[config.mk]
export PLATFORM = sky130hd
export DESIGN_NAME = rpn_stack_evaluator
export DESIGN_NICKNAME = d
export VERILOG_FILES = /design/src/rtl/core/rpn_pkg.sv /design/src/rtl/core/rpn_ram.sv /design/src/rtl/core/rpn_alu.sv /design/src/rtl/core/rpn_stack_evaluator.sv
export VERILOG_INCLUDE_DIRS = /design/src /design/src/rtl/core
export SDC_FILE = /design/constraint.sdc
export NUM_CORES = 2
export LEC_CHECK = 0
export BUFFER_PORTS_ARGS = -buffer_cell sky130_fd_sc_hd__buf_2
export CAP_MARGIN = 20
export CORE_MARGIN = 3
export CORE_UTILIZATION = 40
export DETAILED_ROUTE_END_ITERATION = 6
export SLEW_MARGIN = 10
export SYNTH_ARGS = -nofsm -noshare
export SYNTH_HDL_FRONTEND = slang
export SYNTH_SLANG_ARGS = --single-unit
[constraint.sdc]
create_clock -name clk -period 10.9 [get_ports clk]
set_clock_uncertainty 0.2 [all_clocks]
set_input_delay 0.545 -clock clk [delete_from_list [all_inputs] [get_ports clk]]
set_output_delay 0.545 -clock clk [all_outputs]
set_load 0.03 [all_outputs]
[src/rtl/core/rpn_stack_evaluator_defines.svh]
// Assertion macros for the RPN stack evaluator.
// Needs clk and rst_n in the scope where a macro is used.
`ifndef RPN_STACK_EVALUATOR_DEFINES_SVH
`define RPN_STACK_EVALUATOR_DEFINES_SVH

// Consequent must hold in the same cycle as the antecedent.
`define RPN_ASSERT_SAME(label, ante, cons, msg) \
    label: assert property (@(posedge clk) disable iff (!rst_n) (ante) |-> (cons)) \
        else $error(msg);

// Consequent must hold in the cycle after the antecedent.
`define RPN_ASSERT_NEXT(label, ante, cons, msg) \
    label: assert property (@(posedge clk) disable iff (!rst_n) (ante) |=> (cons)) \
        else $error(msg);

`endif

[src/rtl/core/rpn_pkg.sv]
// Shared types and constants for the RPN stack evaluator.
// Used by rpn_alu and rpn_stack_evaluator; no dependencies.
package rpn_pkg;

    localparam int DATA_W          = 32;
    localparam int DIGIT_W         = 5;
    localparam int STACK_DEPTH_DEF = 64;
    localparam int CNT_W           = $clog2(DATA_W);
    localparam int S_TDATA_W       = 8;
    localparam int M_TDATA_W       = 40;

    localparam logic signed [DIGIT_W-1:0] DIGIT_MAX = 5'sd9;
    localparam logic signed [DIGIT_W-1:0] DIGIT_MIN = -5'sd9;

    typedef enum logic [1:0] {
        KIND_NUM = 2'd0,
        KIND_OP  = 2'd1,
        KIND_END = 2'd2,
        KIND_BAD = 2'd3
    } kind_t;

    typedef enum logic [1:0] {
        OP_ADD = 2'd0,
        OP_SUB = 2'd1,
        OP_MUL = 2'd2,
        OP_DIV = 2'd3
    } op_t;

    typedef enum logic [2:0] {
        ST_OK       = 3'd0,
        ST_INVALID  = 3'd1,
        ST_FEW      = 3'd2,
        ST_DIVZERO  = 3'd3,
        ST_LEFTOVER = 3'd4,
        ST_EMPTY    = 3'd5,
        ST_OVERFLOW = 3'd6
    } status_t;

    typedef enum logic [2:0] {
        A_IDLE,
        A_ONE,
        A_MUL,
        A_ABSA,
        A_ABSB,
        A_DIV,
        A_FIX
    } alu_state_t;

    typedef enum logic [2:0] {
        S_IDLE,
        S_RD_A,
        S_GO,
        S_WAIT,
        S_OUT
    } seq_state_t;

    typedef struct packed {
        logic start;
        op_t  op;
    } alu_req_t;

    typedef struct packed {
        logic done;
        logic dz;
    } alu_rsp_t;

endpackage

[src/rtl/core/rpn_ram.sv]
// Generic single-write, single-read RAM with registered read data.
// No dependencies.
module rpn_ram #(
    parameter int WIDTH = 32,
    parameter int DEPTH = 64
) (
    input  logic                     clk,
    input  logic                     we,
    input  logic [$clog2(DEPTH)-1:0] waddr,
    input  logic [WIDTH-1:0]         wdata,
    input  logic                     re,
    input  logic [$clog2(DEPTH)-1:0] raddr,
    output logic [WIDTH-1:0]         rdata
);

    logic [WIDTH-1:0] mem [DEPTH];
    logic [WIDTH-1:0] rdata_reg;

    always_ff @(posedge clk)
    begin
        if (we)
        begin
            mem[waddr] <= wdata;
        end
        if (re)
        begin
            rdata_reg <= mem[raddr];
        end
    end

    assign rdata = rdata_reg;

endmodule

[src/rtl/core/rpn_alu.sv]
// Iterative arithmetic unit: one shared 34-bit adder drives add, subtract,
// shift-add multiply and restoring divide. Depends on rpn_pkg.
module rpn_alu
    import rpn_pkg::*;
(
    input  logic              clk,
    input  logic              rst_n,
    input  alu_req_t          req,
    input  logic [DATA_W-1:0] a,
    input  logic [DATA_W-1:0] b,
    output alu_rsp_t          rsp,
    output logic [DATA_W-1:0] result
);

    alu_state_t        state_reg, state_next;
    logic [CNT_W-1:0]  cnt_reg, cnt_next;
    logic              done_reg, done_next;
    logic              dz_reg, dz_next;
    op_t               op_reg, op_next;
    logic              neg_reg, neg_next;
    logic [DATA_W-1:0] x_reg, x_next;
    logic [DATA_W-1:0] y_reg, y_next;
    logic [DATA_W-1:0] acc_reg, acc_next;
    logic [DATA_W-1:0] result_reg, result_next;

    logic [DATA_W+1:0] add_x, add_y, add_sum;
    logic              add_sub;
    logic [DATA_W:0]   shifted;
    logic              last;

    assign last    = cnt_reg == CNT_W'(DATA_W - 1);
    assign shifted = {acc_reg, x_reg[DATA_W-1]};
    assign add_sum = add_x + (add_sub ? ~add_y : add_y) + {{(DATA_W+1){1'b0}}, add_sub};

    always_comb
    begin
        add_x   = '0;
        add_y   = '0;
        add_sub = 1'b0;
        unique case (state_reg)
            A_ONE:
            begin
                add_x   = {2'b00, x_reg};
                add_y   = {2'b00, y_reg};
                add_sub = op_reg == OP_SUB;
            end
            A_MUL:
            begin
                add_x = {2'b00, acc_reg};
                add_y = {2'b00, y_reg};
            end
            A_ABSA, A_FIX:
            begin
                add_y   = {2'b00, x_reg};
                add_sub = 1'b1;
            end
            A_ABSB:
            begin
                add_y   = {2'b00, y_reg};
                add_sub = 1'b1;
            end
            A_DIV:
            begin
                add_x   = {1'b0, shifted};
                add_y   = {2'b00, y_reg};
                add_sub = 1'b1;
            end
            default:
            begin
                add_x = '0;
            end
        endcase
    end

    always_comb
    begin
        state_next = state_reg;
        unique case (state_reg)
            A_IDLE:
            begin
                if (req.start)
                begin
                    unique case (req.op)
                        OP_ADD, OP_SUB: state_next = A_ONE;
                        OP_MUL:         state_next = A_MUL;
                        OP_DIV:         state_next = (b == '0) ? A_IDLE : A_ABSA;
                        default:        state_next = A_IDLE;
                    endcase
                end
            end
            A_ONE:   state_next = A_IDLE;
            A_MUL:   state_next = last ? A_IDLE : A_MUL;
            A_ABSA:  state_next = A_ABSB;
            A_ABSB:  state_next = A_DIV;
            A_DIV:   state_next = last ? A_FIX : A_DIV;
            A_FIX:   state_next = A_IDLE;
            default: state_next = A_IDLE;
        endcase
    end

    always_comb
    begin
        cnt_next    = cnt_reg;
        done_next   = 1'b0;
        dz_next     = 1'b0;
        op_next     = op_reg;
        neg_next    = neg_reg;
        x_next      = x_reg;
        y_next      = y_reg;
        acc_next    = acc_reg;
        result_next = result_reg;
        unique case (state_reg)
            A_IDLE:
            begin
                if (req.start)
                begin
                    op_next  = req.op;
                    x_next   = a;
                    y_next   = b;
                    neg_next = a[DATA_W-1] ^ b[DATA_W-1];
                    acc_next = '0;
                    cnt_next = '0;
                    if (req.op == OP_DIV && b == '0)
                    begin
                        done_next = 1'b1;
                        dz_next   = 1'b1;
                    end
                end
            end
            A_ONE:
            begin
                result_next = add_sum[DATA_W-1:0];
                done_next   = 1'b1;
            end
            A_MUL:
            begin
                if (x_reg[0])
                begin
                    acc_next = add_sum[DATA_W-1:0];
                end
                x_next   = {1'b0, x_reg[DATA_W-1:1]};
                y_next   = {y_reg[DATA_W-2:0], 1'b0};
                cnt_next = cnt_reg + 1'b1;
                if (last)
                begin
                    result_next = x_reg[0] ? add_sum[DATA_W-1:0] : acc_reg;
                    done_next   = 1'b1;
                end
            end
            A_ABSA:
            begin
                x_next = x_reg[DATA_W-1] ? add_sum[DATA_W-1:0] : x_reg;
            end
            A_ABSB:
            begin
                y_next   = y_reg[DATA_W-1] ? add_sum[DATA_W-1:0] : y_reg;
                acc_next = '0;
                cnt_next = '0;
            end
            A_DIV:
            begin
                acc_next = add_sum[DATA_W+1] ? shifted[DATA_W-1:0] : add_sum[DATA_W-1:0];
                x_next   = {x_reg[DATA_W-2:0], ~add_sum[DATA_W+1]};
                cnt_next = cnt_reg + 1'b1;
            end
            A_FIX:
            begin
                result_next = neg_reg ? add_sum[DATA_W-1:0] : x_reg;
                done_next   = 1'b1;
            end
            default:
            begin
                done_next = 1'b0;
            end
        endcase
    end

    always_ff @(posedge clk or negedge rst_n)
    begin
        if (!rst_n)
        begin
            state_reg <= A_IDLE;
            cnt_reg   <= '0;
            done_reg  <= 1'b0;
            dz_reg    <= 1'b0;
        end
        else
        begin
            state_reg <= state_next;
            cnt_reg   <= cnt_next;
            done_reg  <= done_next;
            dz_reg    <= dz_next;
        end
    end

    always_ff @(posedge clk)
    begin
        op_reg     <= op_next;
        neg_reg    <= neg_next;
        x_reg      <= x_next;
        y_reg      <= y_next;
        acc_reg    <= acc_next;
        result_reg <= result_next;
    end

    assign rsp.done = done_reg;
    assign rsp.dz   = dz_reg;
    assign result   = result_reg;

endmodule

[src/rtl/core/rpn_stack_evaluator.sv]
// RPN stack evaluator top level: token sequencer, stack pointer, error latch
// and result register. Depends on rpn_pkg, rpn_ram, rpn_alu and the defines header.
//
// Usage:
//   Input beats carry one classified token: s_tuser is the kind (number,
//   operator, end, invalid), s_tdata holds the digit and the operator.
//   Only end tokens produce an output beat on m_tdata (value, status).
//   Work per token before the next beat is taken:
//     number, invalid, too few operands, or any token under an error: idle state
//     add / subtract: two stack reads, then one ALU add; divide by zero: ALU stops at start
//     multiply: one shift-add step per cycle
//     divide: one quotient bit per cycle plus sign fix
//     end: the result is placed in the output register
//   The shared iterative ALU and the single read port of the stack RAM
//   (both operands read one after the other) set this work.
//   One token is in flight at a time; s_tready is low while it works.
//   A result waits in the output register while the next tokens are taken;
//   a stalled m_tready holds the following end token until the beat drains.
//   Reset empties the stack and clears the error; the stack RAM is not
//   cleared, entries above the stack pointer are never used.
`include "rpn_stack_evaluator_defines.svh"

module rpn_stack_evaluator
    import rpn_pkg::*;
#(
    parameter int STACK_DEPTH = STACK_DEPTH_DEF
) (
    input  logic                 clk,
    input  logic                 rst_n,
    input  logic                 s_tvalid,
    output logic                 s_tready,
    input  logic [S_TDATA_W-1:0] s_tdata,  // digit[4:0], op[6:5], zero[7]
    input  logic [1:0]           s_tuser,  // kind[1:0]
    output logic                 m_tvalid,
    input  logic                 m_tready,
    output logic [M_TDATA_W-1:0] m_tdata   // value[31:0], status[34:32], zero[39:35]
);

    localparam int ADDR_W  = $clog2(STACK_DEPTH);
    localparam int DEPTH_W = $clog2(STACK_DEPTH + 1);
    localparam logic [DEPTH_W-1:0] DEPTH_MAX = DEPTH_W'(STACK_DEPTH);
    localparam logic [DEPTH_W-1:0] DEPTH_ONE = DEPTH_W'(1);
    localparam logic [DEPTH_W-1:0] DEPTH_TWO = DEPTH_W'(2);

    seq_state_t          state_reg, state_next;
    logic [DEPTH_W-1:0]  depth_reg, depth_next;
    status_t             err_reg, err_next;
    op_t                 op_reg, op_next;
    logic [DATA_W-1:0]   b_reg, b_next;
    logic                res_ram_reg, res_ram_next;
    status_t             res_status_reg, res_status_next;
    logic                out_valid_reg, out_valid_next;
    logic [DATA_W-1:0]   out_value_reg, out_value_next;
    status_t             out_status_reg, out_status_next;

    kind_t                     in_kind;
    logic signed [DIGIT_W-1:0] in_digit;
    op_t                       in_op;
    logic                      accept;
    logic                      digit_bad;
    logic                      op_go;
    logic                      out_free;
    logic [DEPTH_W-1:0]        depth_m1, depth_m2;

    logic              ram_we, ram_re;
    logic [ADDR_W-1:0] ram_waddr, ram_raddr;
    logic [DATA_W-1:0] ram_wdata, ram_rdata;

    alu_req_t          alu_req;
    alu_rsp_t          alu_rsp;
    logic [DATA_W-1:0] alu_result;

    assign in_kind   = kind_t'(s_tuser);
    assign in_digit  = s_tdata[DIGIT_W-1:0];
    assign in_op     = op_t'(s_tdata[DIGIT_W+1:DIGIT_W]);
    assign accept    = s_tvalid && s_tready;
    assign digit_bad = (in_digit > DIGIT_MAX) || (in_digit < DIGIT_MIN);
    assign op_go     = in_kind == KIND_OP && err_reg == ST_OK && depth_reg >= DEPTH_TWO;
    assign out_free  = !out_valid_reg || m_tready;
    assign depth_m1  = depth_reg - DEPTH_ONE;
    assign depth_m2  = depth_reg - DEPTH_TWO;

    rpn_ram #(
        .WIDTH (DATA_W),
        .DEPTH (STACK_DEPTH)
    ) u_stack (
        .clk   (clk),
        .we    (ram_we),
        .waddr (ram_waddr),
        .wdata (ram_wdata),
        .re    (ram_re),
        .raddr (ram_raddr),
        .rdata (ram_rdata)
    );

    rpn_alu u_alu (
        .clk    (clk),
        .rst_n  (rst_n),
        .req    (alu_req),
        .a      (ram_rdata),
        .b      (b_reg),
        .rsp    (alu_rsp),
        .result (alu_result)
    );

    always_comb
    begin
        state_next = state_reg;
        unique case (state_reg)
            S_IDLE:
            begin
                if (accept && in_kind == KIND_END)
                begin
                    state_next = S_OUT;
                end
                else if (accept && op_go)
                begin
                    state_next = S_RD_A;
                end
            end
            S_RD_A:  state_next = S_GO;
            S_GO:    state_next = S_WAIT;
            S_WAIT:  state_next = alu_rsp.done ? S_IDLE : S_WAIT;
            S_OUT:   state_next = out_free ? S_IDLE : S_OUT;
            default: state_next = S_IDLE;
        endcase
    end

    always_comb
    begin
        s_tready        = state_reg == S_IDLE;
        ram_we          = 1'b0;
        ram_waddr       = depth_reg[ADDR_W-1:0];
        ram_wdata       = {{(DATA_W-DIGIT_W){in_digit[DIGIT_W-1]}}, in_digit};
        ram_re          = 1'b0;
        ram_raddr       = depth_m1[ADDR_W-1:0];
        alu_req.start   = 1'b0;
        alu_req.op      = op_reg;
        depth_next      = depth_reg;
        err_next        = err_reg;
        op_next         = op_reg;
        b_next          = b_reg;
        res_ram_next    = res_ram_reg;
        res_status_next = res_status_reg;
        out_valid_next  = out_valid_reg && !m_tready;
        out_value_next  = out_value_reg;
        out_status_next = out_status_reg;
        unique case (state_reg)
            S_IDLE:
            begin
                if (accept)
                begin
                    if (in_kind == KIND_END)
                    begin
                        ram_re       = 1'b1;
                        ram_raddr    = '0;
                        res_ram_next = err_reg == ST_OK && depth_reg == DEPTH_ONE;
                        if (err_reg != ST_OK)
                        begin
                            res_status_next = err_reg;
                        end
                        else if (depth_reg == '0)
                        begin
                            res_status_next = ST_EMPTY;
                        end
                        else if (depth_reg > DEPTH_ONE)
                        begin
                            res_status_next = ST_LEFTOVER;
                        end
                        else
                        begin
                            res_status_next = ST_OK;
                        end
                        depth_next = '0;
                        err_next   = ST_OK;
                    end
                    else if (err_reg == ST_OK)
                    begin
                        unique case (in_kind)
                            KIND_BAD:
                            begin
                                err_next = ST_INVALID;
                            end
                            KIND_NUM:
                            begin
                                if (digit_bad)
                                begin
                                    err_next = ST_INVALID;
                                end
                                else if (depth_reg == DEPTH_MAX)
                                begin
                                    err_next = ST_OVERFLOW;
                                end
                                else
                                begin
                                    ram_we     = 1'b1;
                                    depth_next = depth_reg + DEPTH_ONE;
                                end
                            end
                            KIND_OP:
                            begin
                                if (op_go)
                                begin
                                    ram_re  = 1'b1;
                                    op_next = in_op;
                                end
                                else
                                begin
                                    err_next = ST_FEW;
                                end
                            end
                            default:
                            begin
                                err_next = err_reg;
                            end
                        endcase
                    end
                end
            end
            S_RD_A:
            begin
                s_tready  = 1'b0;
                ram_re    = 1'b1;
                ram_raddr = depth_m2[ADDR_W-1:0];
                b_next    = ram_rdata;
            end
            S_GO:
            begin
                alu_req.start = 1'b1;
            end
            S_WAIT:
            begin
                if (alu_rsp.done)
                begin
                    if (alu_rsp.dz)
                    begin
                        err_next = ST_DIVZERO;
                    end
                    else
                    begin
                        ram_we     = 1'b1;
                        ram_waddr  = depth_m2[ADDR_W-1:0];
                        ram_wdata  = alu_result;
                        depth_next = depth_m1;
                    end
                end
            end
            S_OUT:
            begin
                if (out_free)
                begin
                    out_valid_next  = 1'b1;
                    out_value_next  = res_ram_reg ? ram_rdata : '0;
                    out_status_next = res_status_reg;
                end
            end
            default:
            begin
                s_tready = 1'b0;
            end
        endcase
    end

    always_ff @(posedge clk or negedge rst_n)
    begin
        if (!rst_n)
        begin
            state_reg     <= S_IDLE;
            depth_reg     <= '0;
            err_reg       <= ST_OK;
            out_valid_reg <= 1'b0;
        end
        else
        begin
            state_reg     <= state_next;
            depth_reg     <= depth_next;
            err_reg       <= err_next;
            out_valid_reg <= out_valid_next;
        end
    end

    always_ff @(posedge clk)
    begin
        op_reg         <= op_next;
        b_reg          <= b_next;
        res_ram_reg    <= res_ram_next;
        res_status_reg <= res_status_next;
        out_value_reg  <= out_value_next;
        out_status_reg <= out_status_next;
    end

    assign m_tvalid = out_valid_reg;
    assign m_tdata  = {{(M_TDATA_W-DATA_W-3){1'b0}}, out_status_reg, out_value_reg};

    `RPN_ASSERT_SAME(a_depth_bound, 1'b1, depth_reg <= DEPTH_MAX,
        "stack pointer beyond stack depth")
    `RPN_ASSERT_NEXT(a_end_clears, accept && in_kind == KIND_END,
        depth_reg == '0 && err_reg == ST_OK, "end token did not clear the stack")
    `RPN_ASSERT_NEXT(a_err_holds, accept && in_kind != KIND_END && err_reg != ST_OK,
        $stable(depth_reg) && $stable(err_reg), "token changed state under a latched error")
    `RPN_ASSERT_NEXT(a_alu_return, state_reg == S_WAIT && alu_rsp.done,
        state_reg == S_IDLE, "sequencer did not return to idle after the ALU finished")

endmodule

==> qor.csv <==
stage,metric,value,unit
status,run status,"finished, violations left",
status,failing checks,design-rule violations,
finish,Largest Register,u_stack.mem,
timing,Final Hold Viols,0,
placement,post-DP HPWL,136000,um
timing,Final period util,0.618,
global_routing,first-pass GRT wire length,361000,um
logic_synthesis,Yosys reg bits,2308,
power_and_ir_drop,peak supply drop,471,uV
cts,"Setup Fix Bufs, Post-CTS",0,
global_routing,gr busiest metal,met2,
setup_path,Critical Path End Type,flip-flop,
power_and_ir_drop,Pint,21.7,mW
logic_synthesis,syn_area_per_cell,18.6,um2
placement,gpl congestion,0.889,
timing,Slew @ Worst Pin,1250,ps
logic_synthesis,Mapped Cells,5095,
power_and_ir_drop,clock power share,0.217,
timing,Rel. slew slack,0.162,
die,Die Height,493,um
die,I/O pin count,56,
die,Die ar.,243000,um2
drt,DRC,8,
logic_synthesis,yosys warns,0,
finish,Fillers,20066,
flow_run,Max-cap violations,0,
placement,Setup WS pre-CTS,4440,ps
drt,Post-DRT Antenna Nets,0,
cts,CTS root buf,clkbuf_16,
timing,Setup TNS Final,0,ps
logic_synthesis,library cells used by synthesis,90,
timing,minimum clock period,6740,ps
drt,WL/cell,29.3,um
logic_synthesis,"area leader, netlist",edfxtp_1,
drt,DR iter-0 viols,5885,
setup_path,CP max stage cell,and3b_2,
logic_synthesis,top cell type's share of synthesized area,0.723,
cts,worst skew pair latency,860,ps
die,FP Rows,178,
logic_synthesis,sequential share of the synthesized area,0.729,
setup_path,crit start category,flip-flop,
finish,post-route cell area,107000,um2
timing,Max Freq,148,MHz
logic_synthesis,"FFs w/ async S/R, synth",0.0104,
logic_synthesis,number of enable flip-flop cells after synthesis,2284,
global_routing,global-route usage over all layers,0.204,
finish,Syn-to-layout area delta,12.9,%
global_routing,GR Util met3,0.0454,
placement,placed instance count,8135,
setup_path,Worst EP arrival,7120,ps
cts,CTS sink cnt,2308,
cts,CTS HTree Levels,4,
global_routing,met1 Use GR,0.279,
timing,"Slew Viols, Final",0,
placement,Port Buffer Count,49,
finish,Non-Filler Instances,8584,
die,die width,493,um
drt,total iterations of the first detailed-routing run,7,
logic_synthesis,leading cell types by count after synthesis,"edfxtp_1 (2284), mux4_2 (512), a21oi_1 (233)",
setup_path,crit path max fanout,77,
drt,DR vias,50765,
min_path,Hold WC Path Type,input pin to flip-flop,
timing,RSZ-0062 raised after global routing,false,
power_and_ir_drop,Leak,33.7,nW
die,starting density of the core,0.403,
logic_synthesis,"count leader, synth",edfxtp_1,
power_and_ir_drop,combinational share of power,0.445,
power_and_ir_drop,sw frac,0.389,
logic_synthesis,mapped cell area,94800,um2
finish,Nets,5289,
timing,Final setup viols,0,
timing,hold_ws,99.9,ps
setup_path,CP Class,flip-flop to flip-flop,
global_routing,met2 Use GR,0.327,
finish,layout cells sized above 1,0.224,
setup_path,Worst Path Required,11290,ps
placement,Post-DP Area,99600,um2
global_routing,largest net degree at the start of global routing,112,
cts,total CTS buffers,230,
global_routing,total gr overflow,0,
drt,final wirelength,252000,um
power_and_ir_drop,Reg power frac,0.338,
power_and_ir_drop,Pwr Density,332,nW/um2
drt,DR vias/cell,5.91,
cts,clock slew at reported path FFs,60,ps
timing,Final WS setup,4160,ps
global_routing,vias in the first global route,50800,
die,core footprint,236000,um2
logic_synthesis,Post-synth top flop,edfxtp_1,
global_routing,initial antenna violation count,13,
cts,clock tree buffer depth,3,
finish,max reg flops,2048,
cts,CTS tree,built,
power_and_ir_drop,net switching power,13.8,mW
setup_path,max incr delay on CP,780,ps
setup_path,cell chain of the critical path,"buf_4, and3b_2, buf_4, a21o_1, inv_1, fa_1, nor2b_1, o211ai_1, a31oi_1, a21oi_1, o21ai_1, a2111oi_1, a2111oi_2, mux2i_1, o211ai_1",
logic_synthesis,Area contributors post-synth,"edfxtp_1 (72%), mux4_2 (12%), a211oi_1 (1.8%), mux2i_1 (1.4%), a21oi_1 (1.2%)",
## cells by family after synthesis
group,Yosys count,share of synthesized area
other,1,0.0000395
adder cells (fa/ha/maj),46,0.00615
AND/OR/NAND/NOR,723,0.0376
flip-flops,2308,0.729
AO/OA/AOI/OAI,935,0.0676
multiplexers,648,0.136
buffers and inverters,373,0.0176
XOR/XNOR,61,0.00563
## power groups by stage
stage | registers [mW] | logic [mW] | clock network [mW]
2_1_floorplan | 11.9 | 10.9 | 0
3_3_place_gp | 12.2 | 15.7 | 0
3_5_place_dp | 12.2 | 15.9 | 0
4_1_cts | 12.0 | 15.9 | 7.84
5_1_grt | 12.0 | 16.8 | 8.20
6_report | 12.0 | 15.8 | 7.70
## critical path, delay by kind of cell (launching register included)
kind                     cells  cell delay [ps]
AO/OA/AOI/OAI                8             3000
adder cells (fa/ha/maj)      1              400
buffers and inverters        3             1290
flip-flops                   1              350
multiplexers                 1              220
AND/OR/NAND/NOR              2              960
## final cells by class
type | count | area, um2 | share of cell area
clock inverter | 154 | 1350 | 0.0126
clock buffer | 277 | 5950 | 0.0556
timing repair buffer | 229 | 1800 | 0.0168
tap | 3150 | 3940 | 0.0368
inverter | 42 | 158 | 0.00147
multi-input combinational | 2418 | 24700 | 0.231
antenna | 6 | 15.0 | 0.000140
sequential | 2308 | 69200 | 0.646
## layout by cell type (no fill, tap or decap), types with 35 or more instances in the layout
cell	instances
a22oi_1	82
clkbuf_16	231
and2_1	58
nor2_1	113
mux2i_1	133
mux4_2	512
a211oi_1	224
o21ai_0	101
nand2_1	177
clkbuf_1	46
buf_2	49
a21oi_1	232
xnor2_1	45
ha_1	44
clkinv_2	48
buf_4	156
nor2_4	67
nor2b_1	126
clkinv_1	60
nand3_1	35
nor3_1	46
edfxtp_1	2284
inv_1	38
## metrics by stage
step	utilization	power, mW
3_5_place_dp	0.423	28.0
6_report	0.455	35.5
2_1_floorplan	-	22.8
5_1_grt	0.455	37.1
3_3_place_gp	0.423	27.9
4_1_cts	0.454	35.8
## layer usage
| metal | vias up | wire (um) |
|---|---|---|
| met5 | - | 8 |
| met4 | 2 | 7960 |
| met3 | 384 | 21200 |
| met2 | 2146 | 121000 |
| met1 | 26913 | 102000 |
| li1 | 21320 | - |
## final timing paths
path                                         end  slack, ps                from  depth (start not counted)
worst max-delay path            u_alu.result[26]       4160  u_alu.state_reg[2]                         15
worst min-delay path                  err_reg[1]        100          s_tdata[3]                          5
worst max register to register  u_alu.result[26]       4160  u_alu.state_reg[2]                         15
worst min register to register  u_alu.cnt_reg[3]        280    u_alu.cnt_reg[3]                          1
max in group asynchronous           depth_reg[3]       9830               rst_n                          4
min in group asynchronous               m_tvalid        500               rst_n                          4
## repair_timing
action / 4_1_cts / 5_1_grt
resized for setup: 0 / 0
hold buffers: 8 / 0
hold endpoints to repair: 31 / 0
Note: power is estimated with default switching activity, not from simulation.
